===== config.mk =====
export PLATFORM = sky130hd
export DESIGN_NAME = window_neighbor_coordinate_generator_unit
export DESIGN_NICKNAME = d
export VERILOG_FILES = /design/src/rtl/core/wncg_pkg.sv /design/src/rtl/core/wncg_fifo.sv /design/src/rtl/core/wncg_front.sv /design/src/rtl/core/wncg_back.sv /design/src/rtl/core/window_neighbor_coordinate_generator_unit.sv
export SDC_FILE = /design/constraint.sdc
export NUM_CORES = 1
export LEC_CHECK = 0
export ABC_CLOCK_PERIOD_IN_PS = 20000
export BUFFER_PORTS_ARGS = -buffer_cell sky130_fd_sc_hd__buf_2
export CAP_MARGIN = 15
export CORE_MARGIN = 4
export CORE_UTILIZATION = 30
export CTS_CLUSTER_DIAMETER = 60
export CTS_CLUSTER_SIZE = 14
export DETAILED_ROUTE_END_ITERATION = 8
export GPL_TIMING_DRIVEN = 0
export MAX_ROUTING_LAYER = met4
export PLACE_DENSITY = 0.52
export SYNTH_ARGS = -nofsm -noshare
export SYNTH_HDL_FRONTEND = slang
export SYNTH_HIERARCHICAL = 1
export SYNTH_SLANG_ARGS = --single-unit

===== constraint.sdc =====
create_clock -name i_clk -period 20 [get_ports i_clk]
set_clock_uncertainty 0.1 [all_clocks]
set_input_delay 0 -clock i_clk [delete_from_list [all_inputs] [get_ports i_clk]]
set_output_delay 0 -clock i_clk [all_outputs]
set_load 0.05 [all_outputs]

===== src/rtl/core/wncg_pkg.sv =====
// Shared types, register codes and helpers for the window coordinate generator.
`timescale 1ns / 1ps
package wncg_pkg;

    // Widths that the register map and the largest supported radius fix.
    localparam int RAD_W      = 3;
    localparam int OFF_W      = RAD_W + 1;
    localparam int SQ_W       = 2 * RAD_W + 1;
    localparam int CFG_IDX_W  = 3;
    localparam int CFG_DATA_W = 13;
    localparam int IMG_W      = 13;

    // Configuration register indexes.
    localparam logic [CFG_IDX_W-1:0] CFG_RADIUS       = 3'd0;
    localparam logic [CFG_IDX_W-1:0] CFG_DISC_SHAPE   = 3'd1;
    localparam logic [CFG_IDX_W-1:0] CFG_RASTER_ORDER = 3'd2;
    localparam logic [CFG_IDX_W-1:0] CFG_BOUNDS_CHECK = 3'd3;
    localparam logic [CFG_IDX_W-1:0] CFG_IMAGE_ROWS   = 3'd4;
    localparam logic [CFG_IDX_W-1:0] CFG_IMAGE_COLS   = 3'd5;

    // Per-request window mode, captured when the center is taken.
    typedef struct packed {
        logic [RAD_W-1:0] rad;
        logic             disc;
        logic             raster;
        logic             bchk;
    } t_mode;

    // Image size used by the bounds check.
    typedef struct packed {
        logic [IMG_W-1:0] rows;
        logic [IMG_W-1:0] cols;
    } t_img;

    // Square of a small signed offset.
    function automatic logic [SQ_W-1:0] off_sq(input logic signed [OFF_W-1:0] v);
        logic [OFF_W-1:0] mag;
        logic [SQ_W-1:0]  mz;
        mag = v[OFF_W-1] ? (~v + 1'b1) : v;
        mz  = SQ_W'(mag[RAD_W-1:0]);
        return mz * mz;
    endfunction

endpackage


===== src/rtl/core/wncg_fifo.sv =====
// Small register queue used between the front, the back and the result port.
`timescale 1ns / 1ps
module wncg_fifo #(
    parameter int W     = 8,
    parameter int DEPTH = 2
) (
    input  logic         i_clk,
    input  logic         i_rst_n,
    input  logic         i_push,
    input  logic [W-1:0] i_data,
    output logic         o_full,
    input  logic         i_pop,
    output logic [W-1:0] o_data,
    output logic         o_empty
);
    localparam int AW = (DEPTH > 1) ? $clog2(DEPTH) : 1;
    localparam int CW = $clog2(DEPTH + 1);

    logic [W-1:0]  r_mem [DEPTH];
    logic [AW-1:0] r_wp;
    logic [AW-1:0] r_rp;
    logic [CW-1:0] r_cnt;
    logic          do_push;
    logic          do_pop;

    assign o_full  = (r_cnt == CW'(DEPTH));
    assign o_empty = (r_cnt == '0);
    assign do_push = i_push && !o_full;
    assign do_pop  = i_pop && !o_empty;
    assign o_data  = r_mem[r_rp];

    // Pointers wrap at the depth; the count tracks occupancy.
    always_ff @(posedge i_clk) begin
        if (!i_rst_n) begin
            r_wp  <= '0;
            r_rp  <= '0;
            r_cnt <= '0;
        end else begin
            if (do_push) begin
                r_mem[r_wp] <= i_data;
                r_wp        <= (r_wp == AW'(DEPTH - 1)) ? '0 : r_wp + 1'b1;
            end
            if (do_pop) begin
                r_rp <= (r_rp == AW'(DEPTH - 1)) ? '0 : r_rp + 1'b1;
            end
            if (do_push && !do_pop) begin
                r_cnt <= r_cnt + 1'b1;
            end else if (do_pop && !do_push) begin
                r_cnt <= r_cnt - 1'b1;
            end
        end
    end

endmodule


===== src/rtl/core/wncg_front.sv =====
// Front end: configuration registers, center intake and the request queue.
`timescale 1ns / 1ps
module wncg_front #(
    parameter int MAX_RADIUS = 3,
    parameter int COORD_BITS = 12
) (
    input  logic                               i_clk,
    input  logic                               i_rst_n,
    input  logic                               i_push,
    output logic                               o_full,
    input  logic [COORD_BITS-1:0]              i_center_row,
    input  logic [COORD_BITS-1:0]              i_center_col,
    input  logic                               i_cfg_valid,
    output logic                               o_cfg_ready,
    input  logic [wncg_pkg::CFG_IDX_W-1:0]     i_cfg_index,
    input  logic [wncg_pkg::CFG_DATA_W-1:0]    i_cfg_data,
    output wncg_pkg::t_img                     o_img,
    output logic                               o_ent_vld,
    output wncg_pkg::t_mode                    o_ent_mode,
    output logic [COORD_BITS-1:0]              o_ent_row,
    output logic [COORD_BITS-1:0]              o_ent_col,
    input  logic                               i_ent_pop
);
    import wncg_pkg::*;

    localparam int EW = $bits(t_mode) + 2 * COORD_BITS;

    logic [1:0]       r_radius;
    logic             r_disc;
    logic             r_raster;
    logic             r_bchk;
    logic [IMG_W-1:0] r_rows;
    logic [IMG_W-1:0] r_cols;
    t_mode            mode;
    logic [EW-1:0]    ent_in;
    logic [EW-1:0]    ent_out;
    logic             q_empty;

    assign o_cfg_ready = 1'b1;

    // Register writes; indexes past the list are ignored.
    always_ff @(posedge i_clk) begin
        if (!i_rst_n) begin
            r_radius <= 2'd1;
            r_disc   <= 1'b0;
            r_raster <= 1'b0;
            r_bchk   <= 1'b1;
            r_rows   <= IMG_W'(4096);
            r_cols   <= IMG_W'(4096);
        end else if (i_cfg_valid) begin
            case (i_cfg_index)
                CFG_RADIUS:       r_radius <= i_cfg_data[1:0];
                CFG_DISC_SHAPE:   r_disc   <= i_cfg_data[0];
                CFG_RASTER_ORDER: r_raster <= i_cfg_data[0];
                CFG_BOUNDS_CHECK: r_bchk   <= i_cfg_data[0];
                CFG_IMAGE_ROWS:   r_rows   <= i_cfg_data[IMG_W-1:0];
                CFG_IMAGE_COLS:   r_cols   <= i_cfg_data[IMG_W-1:0];
                default: ;
            endcase
        end
    end

    // Classify the request: saturate the radius and attach the window mode.
    always_comb begin
        if ({{(RAD_W-2){1'b0}}, r_radius} > RAD_W'(MAX_RADIUS)) begin
            mode.rad = RAD_W'(MAX_RADIUS);
        end else begin
            mode.rad = {{(RAD_W-2){1'b0}}, r_radius};
        end
        mode.disc   = r_disc;
        mode.raster = r_raster;
        mode.bchk   = r_bchk;
    end

    assign ent_in      = {mode, i_center_row, i_center_col};
    assign o_img.rows  = r_rows;
    assign o_img.cols  = r_cols;

    wncg_fifo #(
        .W     (EW),
        .DEPTH (2)
    ) u_req_q (
        .i_clk   (i_clk),
        .i_rst_n (i_rst_n),
        .i_push  (i_push),
        .i_data  (ent_in),
        .o_full  (o_full),
        .i_pop   (i_ent_pop),
        .o_data  (ent_out),
        .o_empty (q_empty)
    );

    assign o_ent_vld = !q_empty;
    assign {o_ent_mode, o_ent_row, o_ent_col} = ent_out;

endmodule


===== src/rtl/core/wncg_back.sv =====
// Back end: offset sequencer, window and bounds filter, and held-point tagging.
`timescale 1ns / 1ps
module wncg_back #(
    parameter int COORD_BITS = 12
) (
    input  logic                         i_clk,
    input  logic                         i_rst_n,
    input  wncg_pkg::t_img               i_img,
    input  logic                         i_ent_vld,
    input  wncg_pkg::t_mode              i_ent_mode,
    input  logic [COORD_BITS-1:0]        i_ent_row,
    input  logic [COORD_BITS-1:0]        i_ent_col,
    output logic                         o_ent_pop,
    input  logic                         i_out_full,
    output logic                         o_out_push,
    output logic signed [COORD_BITS+1:0] o_out_row,
    output logic signed [COORD_BITS+1:0] o_out_col,
    output logic                         o_out_valid_res,
    output logic                         o_out_last
);
    import wncg_pkg::*;

    localparam int CW   = COORD_BITS;
    localparam int OW   = COORD_BITS + 2;
    localparam int CMPW = ((OW > IMG_W) ? OW : IMG_W) + 1;

    localparam logic [1:0] ST_IDLE  = 2'd0;
    localparam logic [1:0] ST_SWEEP = 2'd1;
    localparam logic [1:0] ST_FLUSH = 2'd2;

    logic [1:0]               r_state;
    logic signed [OFF_W-1:0]  r_a;
    logic signed [OFF_W-1:0]  r_b;
    logic [1:0]               r_q;
    logic [CW-1:0]            r_crow;
    logic [CW-1:0]            r_ccol;
    t_mode                    r_mode;
    logic                     r_hvld;
    logic [OW-1:0]            r_hrow;
    logic [OW-1:0]            r_hcol;

    logic signed [OFF_W-1:0]  rad_s;
    logic signed [OFF_W-1:0]  dr;
    logic signed [OFF_W-1:0]  dc;
    logic signed [OFF_W-1:0]  n_a;
    logic signed [OFF_W-1:0]  n_b;
    logic [1:0]               n_q;
    logic                     cand_end;
    logic                     disc_ok;
    logic signed [CMPW-1:0]   rsum;
    logic signed [CMPW-1:0]   csum;
    logic                     in_ok;
    logic                     pass;
    logic                     step;
    logic                     flush_go;

    assign rad_s = $signed({1'b0, r_mode.rad});

    // Offset of the current candidate point.
    always_comb begin
        dr = '0;
        dc = '0;
        if (r_mode.raster) begin
            dr = r_a;
            dc = r_b;
        end else if (r_a == '0) begin
            dr = '0;
            dc = '0;
        end else if (r_b == '0) begin
            case (r_q)
                2'd0: begin dr = -r_a; dc = '0;   end
                2'd1: begin dr = r_a;  dc = '0;   end
                2'd2: begin dr = '0;   dc = -r_a; end
                default: begin dr = '0; dc = r_a; end
            endcase
        end else begin
            case (r_q)
                2'd0: begin dr = -r_a; dc = -r_b; end
                2'd1: begin dr = -r_a; dc = r_b;  end
                2'd2: begin dr = r_a;  dc = -r_b; end
                default: begin dr = r_a; dc = r_b; end
            endcase
        end
    end

    // Next candidate; cand_end marks the final point of the window.
    always_comb begin
        n_a      = r_a;
        n_b      = r_b;
        n_q      = r_q;
        cand_end = 1'b0;
        if (r_mode.raster) begin
            if (r_b != rad_s) begin
                n_b = r_b + 1'b1;
            end else begin
                n_b = -rad_s;
                if (r_a != rad_s) begin
                    n_a = r_a + 1'b1;
                end else begin
                    cand_end = 1'b1;
                end
            end
        end else if (r_a == '0) begin
            if (rad_s == '0) begin
                cand_end = 1'b1;
            end else begin
                n_a = OFF_W'(1);
                n_b = '0;
                n_q = 2'd0;
            end
        end else if (r_q != 2'd3) begin
            n_q = r_q + 1'b1;
        end else begin
            n_q = 2'd0;
            if (r_b != rad_s) begin
                n_b = r_b + 1'b1;
            end else begin
                n_b = '0;
                if (r_a != rad_s) begin
                    n_a = r_a + 1'b1;
                end else begin
                    cand_end = 1'b1;
                end
            end
        end
    end

    // Disc shape and image bounds filter.
    always_comb begin
        disc_ok = !r_mode.disc || ((off_sq(dr) + off_sq(dc)) <= off_sq(rad_s));
        rsum    = $signed({{(CMPW-CW){1'b0}}, r_crow}) +
                  $signed({{(CMPW-OFF_W){dr[OFF_W-1]}}, dr});
        csum    = $signed({{(CMPW-CW){1'b0}}, r_ccol}) +
                  $signed({{(CMPW-OFF_W){dc[OFF_W-1]}}, dc});
        in_ok   = !rsum[CMPW-1] && !csum[CMPW-1] &&
                  (rsum < $signed({{(CMPW-IMG_W){1'b0}}, i_img.rows})) &&
                  (csum < $signed({{(CMPW-IMG_W){1'b0}}, i_img.cols}));
        pass    = disc_ok && (!r_mode.bchk || in_ok);
    end

    assign step      = (r_state == ST_SWEEP) && !i_out_full;
    assign flush_go  = (r_state == ST_FLUSH) && !i_out_full;
    assign o_ent_pop = (r_state == ST_IDLE) && i_ent_vld;

    // A point is sent once the next passing point proves it is not the last.
    assign o_out_push      = (step && pass && r_hvld) || flush_go;
    assign o_out_row       = (r_state == ST_FLUSH && !r_hvld) ? '0 : $signed(r_hrow);
    assign o_out_col       = (r_state == ST_FLUSH && !r_hvld) ? '0 : $signed(r_hcol);
    assign o_out_valid_res = (r_state == ST_FLUSH) ? r_hvld : 1'b1;
    assign o_out_last      = (r_state == ST_FLUSH);

    // Sequencer state.
    always_ff @(posedge i_clk) begin
        if (!i_rst_n) begin
            r_state <= ST_IDLE;
            r_hvld  <= 1'b0;
        end else begin
            case (r_state)
                ST_IDLE: begin
                    if (i_ent_vld) begin
                        r_mode  <= i_ent_mode;
                        r_crow  <= i_ent_row;
                        r_ccol  <= i_ent_col;
                        r_q     <= 2'd0;
                        r_hvld  <= 1'b0;
                        if (i_ent_mode.raster) begin
                            r_a <= -$signed({1'b0, i_ent_mode.rad});
                            r_b <= -$signed({1'b0, i_ent_mode.rad});
                        end else begin
                            r_a <= '0;
                            r_b <= '0;
                        end
                        r_state <= ST_SWEEP;
                    end
                end
                ST_SWEEP: begin
                    if (step) begin
                        if (pass) begin
                            r_hvld <= 1'b1;
                            r_hrow <= rsum[OW-1:0];
                            r_hcol <= csum[OW-1:0];
                        end
                        r_a <= n_a;
                        r_b <= n_b;
                        r_q <= n_q;
                        if (cand_end) begin
                            r_state <= ST_FLUSH;
                        end
                    end
                end
                ST_FLUSH: begin
                    if (flush_go) begin
                        r_hvld  <= 1'b0;
                        r_state <= ST_IDLE;
                    end
                end
                default: r_state <= ST_IDLE;
            endcase
        end
    end

endmodule


===== src/rtl/core/window_neighbor_coordinate_generator_unit.sv =====
// Window neighbor coordinate generator: top level.
// For each center request it emits every coordinate of a square or disc window of
// radius 0..3 (saturated at MAX_RADIUS), in center-first order or raster order,
// dropping points outside the image when the bounds check is on; the final result of
// a center carries last, and a center with no surviving point gives one result with
// valid_res low and zero coordinates. A center occupies the back-end sequencer while it
// loads the request, tests one window point per cycle while the result queue has room,
// and tags the final result; a two-entry request queue lets new centers be pushed
// meanwhile, and a two-entry result queue decouples pop. Configuration
// writes are taken every cycle and must only happen while the block is idle.
`timescale 1ns / 1ps
module window_neighbor_coordinate_generator_unit #(
    parameter int MAX_RADIUS = 3,
    parameter int COORD_BITS = 12
) (
    input  logic                               i_clk,
    input  logic                               i_rst_n,
    input  logic                               push,
    output logic                               full,
    input  logic [COORD_BITS-1:0]              i_center_row,
    input  logic [COORD_BITS-1:0]              i_center_col,
    output logic                               empty,
    input  logic                               pop,
    output logic signed [COORD_BITS+1:0]       o_neighbor_row,
    output logic signed [COORD_BITS+1:0]       o_neighbor_col,
    output logic                               o_valid_res,
    output logic                               o_last,
    input  logic                               i_cfg_valid,
    output logic                               o_cfg_ready,
    input  logic [wncg_pkg::CFG_IDX_W-1:0]     i_cfg_index,
    input  logic [wncg_pkg::CFG_DATA_W-1:0]    i_cfg_data
);
    import wncg_pkg::*;

    localparam int OW = COORD_BITS + 2;
    localparam int RW = 2 * OW + 2;

    t_img                   img;
    logic                   ent_vld;
    t_mode                  ent_mode;
    logic [COORD_BITS-1:0]  ent_row;
    logic [COORD_BITS-1:0]  ent_col;
    logic                   ent_pop;
    logic                   res_full;
    logic                   res_push;
    logic signed [OW-1:0]   res_row;
    logic signed [OW-1:0]   res_col;
    logic                   res_vld;
    logic                   res_last;
    logic [RW-1:0]          res_out;

    wncg_front #(
        .MAX_RADIUS (MAX_RADIUS),
        .COORD_BITS (COORD_BITS)
    ) u_front (
        .i_clk        (i_clk),
        .i_rst_n      (i_rst_n),
        .i_push       (push),
        .o_full       (full),
        .i_center_row (i_center_row),
        .i_center_col (i_center_col),
        .i_cfg_valid  (i_cfg_valid),
        .o_cfg_ready  (o_cfg_ready),
        .i_cfg_index  (i_cfg_index),
        .i_cfg_data   (i_cfg_data),
        .o_img        (img),
        .o_ent_vld    (ent_vld),
        .o_ent_mode   (ent_mode),
        .o_ent_row    (ent_row),
        .o_ent_col    (ent_col),
        .i_ent_pop    (ent_pop)
    );

    wncg_back #(
        .COORD_BITS (COORD_BITS)
    ) u_back (
        .i_clk           (i_clk),
        .i_rst_n         (i_rst_n),
        .i_img           (img),
        .i_ent_vld       (ent_vld),
        .i_ent_mode      (ent_mode),
        .i_ent_row       (ent_row),
        .i_ent_col       (ent_col),
        .o_ent_pop       (ent_pop),
        .i_out_full      (res_full),
        .o_out_push      (res_push),
        .o_out_row       (res_row),
        .o_out_col       (res_col),
        .o_out_valid_res (res_vld),
        .o_out_last      (res_last)
    );

    // Result queue toward the consumer.
    wncg_fifo #(
        .W     (RW),
        .DEPTH (2)
    ) u_res_q (
        .i_clk   (i_clk),
        .i_rst_n (i_rst_n),
        .i_push  (res_push),
        .i_data  ({res_row, res_col, res_vld, res_last}),
        .o_full  (res_full),
        .i_pop   (pop),
        .o_data  (res_out),
        .o_empty (empty)
    );

    assign o_neighbor_row = $signed(res_out[RW-1 -: OW]);
    assign o_neighbor_col = $signed(res_out[OW+1 -: OW]);
    assign o_valid_res    = res_out[1];
    assign o_last         = res_out[0];

endmodule


==> results.cfg <==
[status]
status = finished, final reports clean

[clock_tree]
h-tree-depth = 1
clkTransAtPathRegs_ns = 0.06
numCtsBuffers = 25
cts_tree = built
ctsResizeCount = 0
clock_latency_ns = 0.53
clockRootBuffer = clkbuf_16
clock_sinks = 232
cts_buffer_depth = 3

[routing]
wl_met3_um = 875
firstDrtPassIters = 4
routed.top_layer = met4
wire_per_inst_um = 15.4
routed_wl_um = 25300
vias = 7478
ant_nets = 0
drcViolationCount = 0
route.met2.wl_um = 11500
vias_per_cell = 4.55
drt_iter0_drc = 344
wl_met1_um = 12500

[synth]
synth_cells = 943
synth.cells.most_frequent = edfxtp_1, ha_1, inv_1
synth_area_um2 = 11800
synth_edf_count = 188
yosysSeqAreaShare_pct = 55.3
yosys-top-cells-area = edfxtp_1, ha_1, dfxtp_1, mux2_2, mux2i_1
ys_types = 78
async_flop_share_pct = 0
synth_top_area_share_pct = 47.8
yosys_warnings = 6
ys_ff_latch = 232
yosysMostFrequentCell = edfxtp_1
syn_avg_cell_area_um2 = 12.5
synth_top_flop_cell = edfxtp_1
synth_area_leader_cell = edfxtp_1

[floorplan]
coreArea_um2 = 38700
start_util_pct = 30.5
dieArea_um2 = 42600
num_rows = 72
die_h_um = 206
die_x_um = 206
io_pins = 78

[hold_path]
hold_depth = 2
hp-class = primary input to flop

[timing]
fin_crit_ns = 8.47
setup_viol = 0
drv_slew = 0
hold_slack_ns = 0.101
hold_viol_final = 0
finalCritPeriodShare_pct = 42.3
tightest_slew_ns = 1.03
rsz0062_at_grt = false
slew_headroom_pct = 30.5
max_freq_mhz = 118
fin_tns_setup_ns = 0

[place]
dp_hpwl_um = 18900
port_buffers = 76
dp.cells = 1548
gp_routability_congestion = 0.807

[job]
maxCapViolations = 0

[worst_setup_path]
cp_common_cell = ha_1
cp_max_fo = 10
arrival_ns = 8.61
ff2ff_path_depth = 29
path_class = flop to flop
cp.required_ns = 20.14
end_kind = flop
rrSetupSlack_ns = 11.53
crit_path_start_kind = flop
crit_slowest_cell = nor4b_2
slowest_delay_ns = 0.58

[global_routing]
grt_max_degree = 31
grtUsageTotal_pct = 12.3
antenna_found_initial = 0
grt_pass1_vias = 7598
grt_pass1_wl_um = 40800
grt_overflow_total = 0

[cells_and_area]
fin_cells = 1643
drive_gt1_share_pct = 20.6
fin_util_pct = 36.7
syn2layout_area_growth_pct = 20.4
multi_input_area_um2 = 4830
regArea_um2 = 6530
n_fill_cell = 3866
final_nets = 1238
num_antenna_cells = 0

[power]
ir_drop_mv = 0.0726
power.density_nw_per_um2 = 161
leakagePower_nw = 5.43
power.total_mw = 2.29
registers in the layout (all words and copies together) (netlist names), 2 cells and up, named ones only:
signal and flops:
u_back/r_b 4, u_back/r_state 2, u_back/r_crow 12, u_back/r_hcol 14
u_back/r_q 2, u_front/u_req_q/r_cnt 2, u_back/r_a 4, u_front/r_cols 13
u_front/u_req_q/r_mem 60, u_front/r_rows 13, u_back/r_hrow 14, u_back/r_ccol 12
u_front/r_radius 2, u_res_q/r_mem 60, u_res_q/r_cnt 2, u_back/r_mode 6
kinds of logic after synthesis:
family                     Yosys count  share of synthesized area (%)
buffers and inverters              106                           4.01
muxes                               95                           8.69
AOI/OAI and AO/OA                  153                           8.73
adders and majority gates           87                           9.47
other                                2                         0.0636
DFF                                232                           55.3
and+or+nand+nor                    225                           10.5
xor gates and xnor gates            43                           3.25
through the flow:
| step | cell area, um^2 | setup slack [ns] |
|---|---|---|
| 2_1_floorplan | 11800 | 10.49 |
| 3_3_place_gp | 12800 | 7.45 |
| 3_5_place_dp | 12900 | 11.53 |
| 4_1_cts | 14200 | 11.49 |
| 5_1_grt | 14200 | 10.87 |
| 6_report | 14200 | 11.53 |
per-layer routing:
layer	track usage [%]	up-vias
met5	-	-
met4	2.69	0
met3	1.51	34
met2	19.7	105
met1	16.9	3570
li1	-	3769
power breakdown:
| group | total [mW] | switching (mW) | internal, mW |
|---|---|---|---|
| combinational | 1.18 | 0.695 | 0.489 |
| sequential | 0.667 | 0.0307 | 0.637 |
| clock | 0.442 | 0.193 | 0.249 |
final timing paths:
kind / from / endpoint
worst max-delay path: u_back/r_a[0]$_DFFE_PP_ / u_res_q/r_mem[0][6]$_DFFE_PP_
worst max register to register: u_back/r_a[0]$_DFFE_PP_ / u_res_q/r_mem[0][6]$_DFFE_PP_
worst min register to register: u_front/r_bchk$_SDFFE_PN1P_ / u_front/u_req_q/r_mem[1][24]$_DFFE_PP_
worst min-delay path: i_center_row[4] / u_front/u_req_q/r_mem[1][16]$_DFFE_PP_
critical path, delay by kind of cell (launching register included):
family	cells	cell delay [ns]
AO/OA/AOI/OAI	7	1.82
XOR/XNOR	3	0.64
buffers and inverters	7	1.40
adder cells (fa/ha/maj)	8	2.43
flip-flops	1	0.54
AND/OR/NAND/NOR	4	1.24
what timing repair did:
item                      4_1_cts  5_1_grt
setup buffers                   0        0
hold buffers                   48        0
hold endpoints to repair      103        0
cells in the final DEF (no fill, tap or decap), types with 5 or more instances in the layout:
cell,netlist,layout
a211oi_1,6,6
a21o_1,14,14
a21oi_1,37,37
and2_1,7,6
buf_2,13,89
buf_4,3,12
clkbuf_1,11,18
clkbuf_16,0,25
dfxtp_1,44,44
dlygate4sd3_1,0,48
edfxtp_1,188,188
ha_1,83,83
inv_1,73,73
mux2_2,60,60
mux2i_1,35,35
nand2_1,58,58
nand3_1,10,10
nor2_1,38,38
nor2b_1,44,44
nor3_1,13,13
nor4_1,6,6
o21a_1,11,11
o21ai_0,30,30
o21bai_1,5,5
or3_1,8,8
xnor2_1,25,25
xor2_1,17,17
final cells by class:
cell class	instances	area share (%)
Buffer	33	1.40
Timing Repair Buffer	135	6.67
Inverter	73	1.93
Tap cell	518	4.56
Clock inverter	14	0.968
Multi-Input combinational cell	606	34.0
Sequential cell	232	45.9
Clock buffer	32	4.58
(Power assumes the default switching activity.)
